File: config.mk
export PLATFORM = sky130hd
export DESIGN_NAME = tce_ram
export DESIGN_NICKNAME = d
export VERILOG_FILES = /design/src/design/tce_ram.sv
export SDC_FILE = /design/constraint.sdc
export NUM_CORES = 1
export LEC_CHECK = 0
export BUFFER_PORTS_ARGS = -buffer_cell sky130_fd_sc_hd__buf_2
export CORE_MARGIN = 1
export CORE_UTILIZATION = 62
export DETAILED_ROUTE_END_ITERATION = 10
export GPL_TIMING_DRIVEN = 0
export PLACE_DENSITY = 0.81
export SLEW_MARGIN = 0
export SYNTH_ARGS = -nofsm -noshare
export SYNTH_HDL_FRONTEND = slang
export SYNTH_SLANG_ARGS = --single-unit
File: constraint.sdc
create_clock -name clk -period 4.05 [get_ports clk]
set_input_delay 0.6075 -clock clk [delete_from_list [all_inputs] [get_ports clk]]
set_output_delay 0.6075 -clock clk [all_outputs]
set_load 0.02 [all_outputs]
File: src/design/tce_ram.sv
// ----------------------------------------------------------------------------
// tce_ram
// Generic single-clock RAM, one write port and one read port with
// registered read data.
// ----------------------------------------------------------------------------
module tce_ram #(
    parameter int WIDTH = 8,
    parameter int DEPTH = 16
) (
    input  logic                     clk,
    input  logic                     we,
    input  logic [$clog2(DEPTH)-1:0] waddr,
    input  logic [WIDTH-1:0]         wdata,
    input  logic [$clog2(DEPTH)-1:0] raddr,
    output logic [WIDTH-1:0]         rdata
);

    logic [WIDTH-1:0] mem [0:DEPTH-1];

    always_ff @(posedge clk)
    begin
        if (we)
        begin
            mem[waddr] <= wdata;
        end
        rdata <= mem[raddr];
    end

endmodule

Word level (Yosys, flattened, before mapping). Memory sizes are Yosys's and may differ from the RTL's. A register that Yosys moved wholly into a read port is not among the register bits. Cells that the tools add are included.

Mux-type cells: 2.

Operators with widths (number): 2-to-1 mux 1 bit (2).

Output and inout bits: 8. Logic and storage cells: 3. Bits in writable memories: 128. Memories kept: 1. Flip-flop bits (word level): 0.

Memory list: mem (depth 16, width 8, rd ports 1, clocked after Yosys merged registers in 1, wr ports 1, RTL line 18) `logic [WIDTH-1:0] mem [0:DEPTH-1];`.

Logic depth before layout (Yosys ltp).
Depth in word-level cells: 2. Depth in mapped cells: 5. Depth with buffers taken out: 3.

Worst setup path after synthesis. No wires, ideal clock.

Path type: input-to-reg. Start point: input port waddr[2]. End point: memory mem[0][0] (enable). Setup slack: 1950 ps. Arrival: 1717 ps. Buffers on the path: 0. Stages on the path: 2. Setup time: 383 ps. Data required time: 3667 ps. Path through: or3b_2 > nor3_1.

RTL lines: start, declared (RTL line 12) `input logic [$clog2(DEPTH)-1:0] waddr,`; end, declared (RTL line 18).

No word-level cell before the write port.

Worst setup path after layout.
Start point: input port waddr[2]. End point: memory mem[0][4] (enable).

No word-level cell before the write port.

==> impl_metrics.py <==
metrics = {
    "synth": {
        "synth_area_um2": 5147,
        "synth_top_area_share_pct": 74.67,
        "synthTopCellsByCount": "128 x edfxtp_1, 18 x mux4_2, 16 x a22oi_1",
        "yosys_warnings": 0,
        "synth_area_leader_cell": "edfxtp_1",
        "ys_ff_latch": 136,
        "synthFlopType": "edfxtp_1",
        "netlist_instances": 229,
        "synth_seq_area_share_pct": 77.78,
        "synthArstFlopShare_pct": 0,
        "syn-num-nets": 247,
        "synth_edf_count": 128,
        "avgSynthCellArea_um2": 22.48,
        "synth_most_common_cell": "edfxtp_1",
        "synth.distinct_cells": 19,
        "synthTopCellsByArea": "edfxtp_1 75%, mux4_2 7.9%, mux4_1 7.1%",
    },
    "timing": {
        "hold_viol": 0,
        "setup_viol": 0,
        "setup-tns-final_ps": 0,
        "period_share_pct": 53.39,
        "max_slew_margin_pct": 11.07,
        "fmax_mhz": 462.5,
        "worst_slew_pin_slew_ps": 1324,
        "min_period_ps": 2162,
        "skew_ps": 3.859,
        "grt_setup_unrepaired": "false",
        "fin_ws_ps": 1888,
        "hold-worst-slack_ps": 508.3,
        "drv_slew": 0,
    },
    "outcome": {
        "status": "finished, final reports clean",
    },
    "power_and_ir_drop": {
        "switchingPower_w": 0.0006832,
        "power_density_nw_per_um2": 552.3,
        "vdd_drop_max_mv": 0.3880,
        "p_int_w": 0.002638,
        "pwr-share-comb_pct": 4.8,
        "share_seq_of_total_power_pct": 47.6,
        "pwr-share-clk_pct": 47.5,
        "power_leakage_nw": 2.040,
        "p_sw_share_pct": 20.57,
    },
    "grt": {
        "grtUsageTotal_pct": 26.52,
        "grt_pass1_wl_um": 15220,
        "grt_overflow": 0,
        "first_global_vias": 2450,
        "grt_max_degree": 17,
        "antenna_found_initial": 0,
    },
    "floorplan": {
        "dieHeight_um": 93.12,
        "dieWidth_um": 93.12,
        "die-area_um2": 8670,
        "io_pins": 26,
        "core.rowCount": 32,
        "core_area_um2": 7888,
        "initial_core_util_pct": 65.26,
    },
    "job": {
        "drv_cap": 0,
    },
    "worst_setup_path": {
        "worstSetupStartpoint": "waddr[2]",
        "rr_worst_depth": 3,
        "cp_max_fo": 8,
        "crit_buf_inv": 1,
        "crit_path_max_incr_delay_ps": 1030,
        "worst-setup-path-type": "input pin to flip-flop",
        "cp_num_cells": 3,
        "end_kind": "flip-flop",
        "worstPathRequired_ps": 4170,
        "crit_slowest_cell": "nor3_1",
        "worstPathArrival_ps": 2280,
        "start_kind": "input pin",
        "cp_top_family": "simple AND/OR/NAND/NOR gates",
        "reg2reg_from": "mem[4][0]",
        "path_cells": "buf_2 > or3b_2 > nor3_1",
    },
    "route": {
        "avgViaCountPerCell": 6.460,
        "post_drt_wl_per_cell_um": 26.54,
        "routed-via-count": 2500,
        "drtAntennaViolNets": 0,
        "drtPass1Iterations": 5,
        "drt_wl_total_um": 10270,
        "drt_iter0_markers": 255,
        "post-route-drc-count": 0,
    },
    "cells_and_area": {
        "layout-drive-gt1-share_pct": 29.82,
        "nNetsFinal": 290,
        "syn2layout_area_growth_pct": 16.82,
        "antennaDiodeCount": 0,
        "nFillCells": 379,
    },
    "clock_network": {
        "cts_buffers": 17,
        "cts_root_buffer": "clkbuf_8",
        "ctsHtreeMaxLevel": 4,
        "cts_tree": "yes",
        "ctsResizeCount": 0,
        "clock_path_buffers": 2,
        "hold_buffers": 0,
        "path_clk_slew_ps": 60,
        "clock_sink_count": 136,
        "post_cts_buffers": 0,
        "clock_latency_ps": 510,
    },
    "worst_hold_path": {
        "worstHoldStart": "wdata[6]",
        "hold_path.class": "input pin to flip-flop",
        "holdPathStages": 1,
    },
    "placement": {
        "hpwl_um": 5693,
        "portBuffers": 24,
        "place_ws_ps": 1470,
        "globalplace.congestion": 0.7294,
    },
}
## per-layer routing
layer | part of all wire, % | vias up | GRT usage [%] | wire [um]
li1 | - | 1069 | - | -
met1 | 41 | 1265 | 38.94 | 4243
met2 | 49 | 152 | 39.28 | 4986
met3 | 8.9 | 14 | 8.130 | 917
met4 | 1.2 | 0 | 7.821 | 123
met5 | 0 | - | 0 | 0
## cells by family (layout without fill, tap and decap cells)
| group | after synthesis | in the layout | synth area share, % |
|---|---|---|---|
| compound gates | 16 | 16 | 2.334 |
| buf+inv | 10 | 66 | 1.677 |
| flops | 136 | 136 | 77.78 |
| mux | 32 | 32 | 15.02 |
| simple gates | 35 | 35 | 3.184 |
## worst reg2reg max path, cell delays in order (launching register included)
cell and delay [ps]:
edfxtp_1 400, mux4_1 600, a22oi_1 260, nand2_1 80
## flip-flops by register name (all words and copies together), names as in the netlist
name,count
mem,128
rdata,8
## final cells by class
cell class / instances / area, um2 / area share, %
multi-input cells: 83 / 1057 / 17.58
well taps: 102 / 127.6 / 2.122
repair buffers: 24 / 120.1 / 1.997
plain buffers: 10 / 86.33 / 1.436
clock inverters: 15 / 203.9 / 3.392
clock buffers: 17 / 414.1 / 6.887
flip-flops and latches: 136 / 4004 / 66.58
## metrics by stage
| step | total power (W) | utilization [%] | std cells | area [um2] |
|---|---|---|---|---|
| floorplan | 0.001701 | - | 229 | 5147 |
| global placement | 0.001760 | 68.40 | 355 | 5395 |
| detailed placement | 0.001767 | 68.40 | 355 | 5395 |
| CTS | 0.003332 | 76.24 | 387 | 6013 |
| global route | 0.003406 | 76.24 | 387 | 6013 |
| finish | 0.003321 | 76.24 | 387 | 6013 |
## placed cells by master (no fill, tap or decap), types with 2 or more instances in the layout
| cell type | n |
|---|---|
| a22oi_1 | 16 |
| buf_2 | 27 |
| buf_6 | 3 |
| bufinv_16 | 4 |
| clkbuf_16 | 16 |
| clkdlybuf4s25_2 | 3 |
| clkinv_2 | 3 |
| clkinv_4 | 7 |
| dfxtp_1 | 8 |
| edfxtp_1 | 128 |
| mux4_1 | 14 |
| mux4_2 | 18 |
| nand2_1 | 9 |
| nand2b_1 | 2 |
| nand3b_1 | 2 |
| nor2_1 | 13 |
| nor3_1 | 4 |
## worst paths after layout
path / endpoint / slack, ps
setup reg to reg: rdata[0] / 2610
setup / recovery: mem[0][4] / 1890
hold reg to reg: rdata[0] / 690
hold / removal: mem[3][6] / 510
## power by group through the flow
stage	clock network, W	registers (W)	logic (W)
after floorplan	0	0.00162	0.0000799
final	0.00158	0.00158	0.000161
after detailed placement	0	0.00161	0.000157
after global placement	0	0.00161	0.000152
after global routing	0.00165	0.00159	0.000172
after CTS	0.00159	0.00158	0.000161
(Power assumes the default switching activity.)
