## src/design/tce_pkg.sv

```systemverilog
// ----------------------------------------------------------------------------
// tce_pkg
// Shared types, sizes, codes and the quarter-wave sine table of the turtle
// command engine.
// ----------------------------------------------------------------------------
package tce_pkg;

    // stack of saved turtle states
    localparam int STACK_DEPTH = 64;
    localparam int STACK_AW    = $clog2(STACK_DEPTH);
    localparam int COUNT_W     = $clog2(STACK_DEPTH + 1);

    // sine table: steps of a full turn, a multiple of four
    localparam int SINE_TABLE_DEPTH = 1024;
    localparam int IDX_W            = $clog2(SINE_TABLE_DEPTH);
    localparam int HALF_TURN        = SINE_TABLE_DEPTH / 2;
    localparam int QUARTER_TURN     = SINE_TABLE_DEPTH / 4;
    localparam int Q_W              = $clog2(QUARTER_TURN + 1);

    localparam logic [63:0] HALF_PI_Q30 = 64'd1686629713;

    localparam logic [15:0] HEADING_RESET = 16'd16384;
    localparam logic [11:0] LENGTH_RESET  = 12'd10;

    localparam int CFG_IDX_W  = 2;
    localparam int CFG_DATA_W = 16;

    typedef enum logic [CFG_IDX_W-1:0] {
        CFG_START_X = 2'd0,
        CFG_START_Y = 2'd1,
        CFG_INIT_LEN = 2'd2
    } cfg_reg_t;

    typedef enum logic [2:0] {
        REQ_DRAW   = 3'd0,
        REQ_MOVE   = 3'd1,
        REQ_TURN   = 3'd2,
        REQ_SETLEN = 3'd3,
        REQ_PUSH   = 3'd4,
        REQ_POP    = 3'd5
    } req_t;

    typedef enum logic [1:0] {
        STAT_OK    = 2'd0,
        STAT_EMPTY = 2'd1,
        STAT_FULL  = 2'd2
    } status_t;

    typedef enum logic [1:0] {
        PH_IDLE,
        PH_LOOKUP,
        PH_FINISH
    } phase_t;

    typedef struct packed {
        logic in_ready;
        logic load;
        logic finish;
    } ctrl_t;

    typedef struct packed {
        logic        [15:0] heading;
        logic        [11:0] len;
        logic signed [15:0] x;
        logic signed [15:0] y;
    } entry_t;

    localparam int ENTRY_W = $bits(entry_t);

    typedef logic [14:0] sin_tab_t [0:QUARTER_TURN];

    // unsigned Q1.14 sine magnitudes over a quarter turn, from a Taylor series in Q2.30
    function automatic sin_tab_t build_sin_tab();
        sin_tab_t    tab;
        logic [63:0] x;
        logic [63:0] x2;
        logic [63:0] term;
        logic [63:0] mag;
        longint      sum;
        for (int q = 0; q <= QUARTER_TURN; q++) begin
            x    = (HALF_PI_Q30 * 64'(4 * q)) / SINE_TABLE_DEPTH;
            x2   = (x * x) >> 30;
            term = x;
            sum  = longint'(x);
            for (int k = 1; k <= 8; k++) begin
                term = ((term * x2) >> 30) / 64'((2 * k) * (2 * k + 1));
                if ((k % 2) == 1)
                    sum = sum - longint'(term);
                else
                    sum = sum + longint'(term);
            end
            if (sum < 0)
                sum = 0;
            mag = (64'(sum) + 64'd32768) >> 16;
            if (mag > 64'd16384)
                mag = 64'd16384;
            tab[q] = 15'(mag);
        end
        return tab;
    endfunction

    localparam sin_tab_t SIN_TAB = build_sin_tab();

    // signed Q2.14 sine of table step idx
    function automatic logic signed [15:0] sine_val(input logic [IDX_W-1:0] idx);
        logic             neg;
        logic [IDX_W-1:0] i2;
        logic [IDX_W-1:0] q;
        logic [15:0]      mag;
        neg = (idx >= IDX_W'(HALF_TURN));
        i2  = neg ? idx - IDX_W'(HALF_TURN) : idx;
        q   = (i2 > IDX_W'(QUARTER_TURN)) ? IDX_W'(HALF_TURN) - i2 : i2;
        mag = 16'(SIN_TAB[q[Q_W-1:0]]);
        return neg ? -$signed(mag) : $signed(mag);
    endfunction

    // divide a Q.14 sum by 16384 towards zero and clamp to 16-bit signed
    function automatic logic signed [15:0] trunc_sat(input logic signed [30:0] v);
        logic signed [30:0] adj;
        logic signed [16:0] q;
        adj = v + (v[30] ? 31'sd16383 : 31'sd0);
        q   = adj[30:14];
        if (q > 17'sd32767)
            return 16'sh7fff;
        else if (q < -17'sd32768)
            return 16'sh8000;
        else
            return q[15:0];
    endfunction

endpackage

```

## src/design/tce_ctrl.sv

```systemverilog
// ----------------------------------------------------------------------------
// tce_ctrl
// Sequencer: lookup phase then finish phase per word, finish waits for room
// in the output register.
// ----------------------------------------------------------------------------
module tce_ctrl
    import tce_pkg::*;
(
    input  logic  clk,
    input  logic  rst_n,
    input  logic  in_valid,
    input  logic  out_full,
    input  logic  out_ready,
    output ctrl_t ctrl
);

    phase_t phase_reg;
    phase_t phase_next;
    logic   can_finish;

    assign can_finish = !out_full || out_ready;

    always_comb
    begin
        phase_next = phase_reg;
        case (phase_reg)
            PH_IDLE:
            begin
                if (in_valid)
                    phase_next = PH_LOOKUP;
            end
            PH_LOOKUP:
            begin
                phase_next = PH_FINISH;
            end
            PH_FINISH:
            begin
                if (can_finish)
                    phase_next = in_valid ? PH_LOOKUP : PH_IDLE;
            end
            default:
            begin
                phase_next = PH_IDLE;
            end
        endcase
    end

    always_comb
    begin
        ctrl = '0;
        case (phase_reg)
            PH_IDLE:
            begin
                ctrl.in_ready = 1'b1;
            end
            PH_LOOKUP:
            begin
                ctrl.load = 1'b1;
            end
            PH_FINISH:
            begin
                ctrl.finish   = can_finish;
                ctrl.in_ready = can_finish;
            end
            default:
            begin
                ctrl = '0;
            end
        endcase
    end

    always_ff @(posedge clk or negedge rst_n)
    begin
        if (!rst_n)
            phase_reg <= PH_IDLE;
        else
            phase_reg <= phase_next;
    end

endmodule

```

## config.mk

```make
export PLATFORM = sky130hd
export DESIGN_NAME = tce_ctrl
export DESIGN_NICKNAME = d
export VERILOG_FILES = /design/src/design/tce_pkg.sv /design/src/design/tce_ctrl.sv
export SDC_FILE = /design/constraint.sdc
export NUM_CORES = 1
export LEC_CHECK = 0
export CAP_MARGIN = 20
export CORE_AREA = 3 3 40 42
export DETAILED_ROUTE_END_ITERATION = 6
export DIE_AREA = 0 0 43 45
export DONT_BUFFER_PORTS = 1
export SLEW_MARGIN = 20
export SYNTH_ARGS = -nofsm -noshare
export SYNTH_HDL_FRONTEND = slang
export SYNTH_SLANG_ARGS = --single-unit
```

## constraint.sdc

```tcl
create_clock -name clk -period 2.4 [get_ports clk]
set_input_delay 0.36 -clock clk [delete_from_list [all_inputs] [get_ports clk]]
set_output_delay 0.36 -clock clk [all_outputs]
set_load 0.005 [all_outputs]
```

# Yosys cells after proc, flatten, opt, wreduce, memory -nomap -nowiden
# Cells that the tools add are included.
# totals
register_bits	2
in_bits	5
output_inout_bits	3
word_cells	16
# op_classes
n_eq_ne	4
muxes	7
n_reduce_logical	4
# ops
cell	n
case mux 2 bit (3 select lines)	1
two-way mux 2 bit	2
!= test 2 bit (second input constant)	2
two-way mux 1 bit	3
equality test 2 x 1 -> 1 bit (second input constant)	1
equality test 2 bit (second input constant)	1
logical NOT 2 bit	1
case mux 1 bit (2 select lines)	1
AND reduction 2 bit	1
logical NOT 1 bit	1
logical OR 1 bit	1

# Longest topological paths before layout
# depth
depth_word	4
mapped_depth	2
depth_no_buf	2

# Worst setup path after synthesis
# No wires, ideal clock.
# synth_path
path_type	reg2out
startpoint	register phase_reg[1]
endpoint	output port ctrl[1] (netlist bit)
arrival_time_ns	0.681
required_time_ns	2.040
path_slack_ns	1.359
path_stages_with_launch	3
cell_sequence	dfrtp_1 and2b_4 buf_4
# synth_lines
item	line_no	rtl
from (decl)	tce_ctrl.sv:17	phase_t phase_reg;
from (signal assigned)	tce_ctrl.sv:77	phase_reg <= phase_next;
to (decl)	tce_ctrl.sv:14	output ctrl_t ctrl

==> impl_metrics.xml <==
<?xml version="1.0" encoding="UTF-8"?>
<metrics>
  <group name="clocking">
    <metric name="cts_htree_levels" unit="">1</metric>
    <metric name="cts_root_buf" unit="">sky130_fd_sc_hd__clkbuf_4</metric>
    <metric name="clock_sink_count" unit="">2</metric>
    <metric name="post_cts_resize_count" unit="">0</metric>
    <metric name="clk_latency" unit="ns">0.22</metric>
    <metric name="largest_buffer_count_on_any_clock_path" unit="">2</metric>
    <metric name="worst_setup_hold_path_clk_slew" unit="ns">0.03</metric>
    <metric name="numCtsBuffers" unit="">3</metric>
    <metric name="tritoncts" unit="">yes</metric>
    <metric name="cts.repair_timing.setup_buffer_count" unit="">0</metric>
  </group>
  <group name="final_layout">
    <metric name="syn_to_final_growth" unit="%">37.2</metric>
    <metric name="antenna_cells_inserted" unit="">0</metric>
    <metric name="instances_no_fill" unit="">29</metric>
    <metric name="layout-drive-gt1-share" unit="">0.429</metric>
    <metric name="number_of_flip_flops_under_the_largest_register_name" unit="">2</metric>
    <metric name="layout.filler_cells" unit="">147</metric>
    <metric name="finish.utilization" unit="">0.126</metric>
    <metric name="number_of_nets_in_the_finished_design" unit="">21</metric>
    <metric name="layout.cells.most_common_list" unit="">3 x sky130_fd_sc_hd__clkbuf_4, 2 x sky130_fd_sc_hd__dfrtp_1</metric>
    <metric name="mostFrequentLayoutCell" unit="">sky130_fd_sc_hd__clkbuf_4</metric>
  </group>
  <group name="worst_hold_path">
    <metric name="worst_hold_start" unit="">in_valid</metric>
    <metric name="worstHoldPathType" unit="">input port to flop</metric>
  </group>
  <group name="worst_setup_path">
    <metric name="setup.worst_path.end_class" unit="">output port</metric>
    <metric name="critical_path_class" unit="">flop to output port</metric>
    <metric name="start_point_of_the_critical_path" unit="">phase_reg[1]</metric>
    <metric name="cp.required" unit="ns">2.04</metric>
    <metric name="cp.arrival" unit="ns">0.93</metric>
    <metric name="r2r-start" unit="">phase_reg[1]</metric>
    <metric name="critical_path_peak_fanout" unit="">3</metric>
    <metric name="worst_setup_path_start_kind" unit="">flop</metric>
  </group>
  <group name="placed_design">
    <metric name="port_buffers" unit="">0</metric>
    <metric name="dpl_worst_slack" unit="ns">1.33</metric>
    <metric name="cell_total_after_placement" unit="">25</metric>
    <metric name="gp_routability_congestion" unit="">0.549</metric>
  </group>
  <group name="timing">
    <metric name="clock_skew" unit="ns">0.000850</metric>
    <metric name="timing.fmax" unit="MHz">777</metric>
    <metric name="worst_pin_slew" unit="ns">0.135</metric>
    <metric name="setup_violation_total_in_the_final_timing_report" unit="">0</metric>
    <metric name="final.setup.worst_slack" unit="ns">1.11</metric>
    <metric name="timing.max_slew.rel_slack" unit="">0.910</metric>
    <metric name="final.period_utilization" unit="">0.536</metric>
    <metric name="maxSlewViolCount" unit="">0</metric>
    <metric name="final_hold_viol_count" unit="">0</metric>
    <metric name="setup_total_negative_slack" unit="ns">0</metric>
    <metric name="period_minus_slack" unit="ns">1.29</metric>
    <metric name="grt_setup_unrepaired" unit="">false</metric>
  </group>
  <group name="floorplanning">
    <metric name="standard_cell_rows" unit="">13</metric>
    <metric name="i_o_pins" unit="">8</metric>
    <metric name="initial_utilization" unit="">0.0915</metric>
    <metric name="die_h" unit="um">45</metric>
    <metric name="floorplan.core_area" unit="mm^2">0.00128</metric>
    <metric name="die-width" unit="um">43</metric>
    <metric name="die_area" unit="mm^2">0.00194</metric>
  </group>
  <group name="routing">
    <metric name="drt_iter0_drc" unit="">1</metric>
    <metric name="overall_routed_net_length" unit="um">246</metric>
    <metric name="drt-wirelength-per-cell" unit="um">8.48</metric>
    <metric name="remaining_drc_errors" unit="">0</metric>
    <metric name="antenna_violating_nets_post_route" unit="">0</metric>
    <metric name="drt_first_pass_iters" unit="">2</metric>
    <metric name="via_count_of_the_routed_design" unit="">89</metric>
    <metric name="route.detailed.vias_per_inst" unit="">3.07</metric>
  </group>
  <group name="global_route">
    <metric name="antenna_found_initial" unit="">0</metric>
    <metric name="grt-ovfl-total" unit="">0</metric>
    <metric name="grt_max_degree" unit="">5</metric>
    <metric name="grt_pass1_wl" unit="um">393</metric>
    <metric name="grt_use_met3" unit="">0.0637</metric>
    <metric name="number_of_global_route_vias_before_repair" unit="">110</metric>
    <metric name="top_usage_layer" unit="">met4</metric>
    <metric name="grt_util_all_layers" unit="">0.0400</metric>
    <metric name="globalRouteMet1Util" unit="">0.0193</metric>
    <metric name="groute.layer.met2.usage" unit="">0.0359</metric>
  </group>
  <group name="yosys">
    <metric name="synthesis.instances" unit="">11</metric>
    <metric name="synthesized_net_count" unit="">16</metric>
    <metric name="post_synthesis_instance_area" unit="um^2">118</metric>
    <metric name="avgSynthCellArea" unit="um^2">10.7</metric>
    <metric name="yosysWarnings" unit="">0</metric>
    <metric name="synth-seq-area-share" unit="">0.426</metric>
    <metric name="synth.ff_latch_count" unit="">2</metric>
    <metric name="number_of_distinct_library_cells_after_synthesis" unit="">10</metric>
  </group>
  <group name="power">
    <metric name="power" unit="uW">128</metric>
    <metric name="power_density" unit="mW/mm^2">796</metric>
    <metric name="worst_ir_drop_vdd" unit="mV">0.0829</metric>
    <metric name="static-leakage-power" unit="nW">0.0810</metric>
  </group>
  <group name="run">
    <metric name="max_cap_violations" unit="">0</metric>
  </group>
  <group name="run_status">
    <metric name="status" unit="">finished clean</metric>
  </group>
</metrics>
-- what timing repair did --
action                                 CTS  global route
hold buffers                             1             0
setup endpoints to repair                0             0
endpoints found under the hold margin    2             0
-- power by group --
group          internal, mW  leakage (nW)  switching, mW  total [mW]
clock                0.0551        0.0138         0.0179      0.0729
combinational       0.00919        0.0418        0.00586      0.0151
sequential           0.0376        0.0254        0.00280      0.0405
total                 0.102        0.0810         0.0265       0.128
-- cell usage after synthesis --
library cell | count | share of area
sky130_fd_sc_hd__buf_4 | 1 | 0.064
sky130_fd_sc_hd__inv_1 | 1 | 0.032
sky130_fd_sc_hd__a21o_1 | 1 | 0.064
sky130_fd_sc_hd__nand2b_1 | 1 | 0.053
sky130_fd_sc_hd__and3_2 | 1 | 0.064
sky130_fd_sc_hd__dfrtp_1 | 2 | 0.43
sky130_fd_sc_hd__nor3b_2 | 1 | 0.11
sky130_fd_sc_hd__and3b_1 | 1 | 0.074
sky130_fd_sc_hd__nor2_1 | 1 | 0.032
sky130_fd_sc_hd__and2b_4 | 1 | 0.085
-- metal layers --
| metal | vias up | share of wire |
|---|---|---|
| met1 | 40 | 0.26 |
| li1 | 42 | - |
| met3 | 0 | 0.30 |
| met4 | 0 | 0 |
| met5 | - | 0 |
| met2 | 7 | 0.44 |
-- logic make-up (layout without fill, tap and decap cells) --
group,Yosys count,count (layout),share of synthesized area
AOI/OAI and AO/OA,1,1,0.0639
buffers and inverters,2,5,0.0957
DFF,2,2,0.426
and+or+nand+nor,6,6,0.415
-- final timing paths --
path | to | cells after the start | slack (ns)
min in group asynchronous | phase_reg[1] | 1 | 0.38
worst max-delay path | ctrl[2] | 2 | 1.11
max in group asynchronous | phase_reg[0] | 1 | 1.90
worst min register to register | phase_reg[0] | 1 | 0.49
worst max register to register | phase_reg[1] | 2 | 1.53
worst min-delay path | phase_reg[0] | 1 | 0.32
-- metrics by stage --
stage / cell area (um^2) / hold WS [ns]
after floorplan: 118 / 0.0644
after global placement: 129 / 0.0645
after detailed placement: 129 / 0.0645
after CTS: 161 / 0.307
after global routing: 161 / 0.305
final: 161 / 0.320
-- cell type report --
type / instances / area [um^2] / area share
Tap cell: 15 / 18.8 / 0.116
Sequential cell: 2 / 50.0 / 0.310
Multi-Input combinational cell: 7 / 56.3 / 0.349
Inverter: 1 / 3.75 / 0.0233
Timing Repair Buffer: 1 / 10.0 / 0.0620
Clock buffer: 3 / 22.5 / 0.140
-- worst max-delay path, stage by stage (launching register included) --
cell and delay (ns):
sky130_fd_sc_hd__dfrtp_1 0.37, sky130_fd_sc_hd__and3b_1 0.21, sky130_fd_sc_hd__nor2_1 0.13
Note: power is estimated with default switching activity, not from simulation.
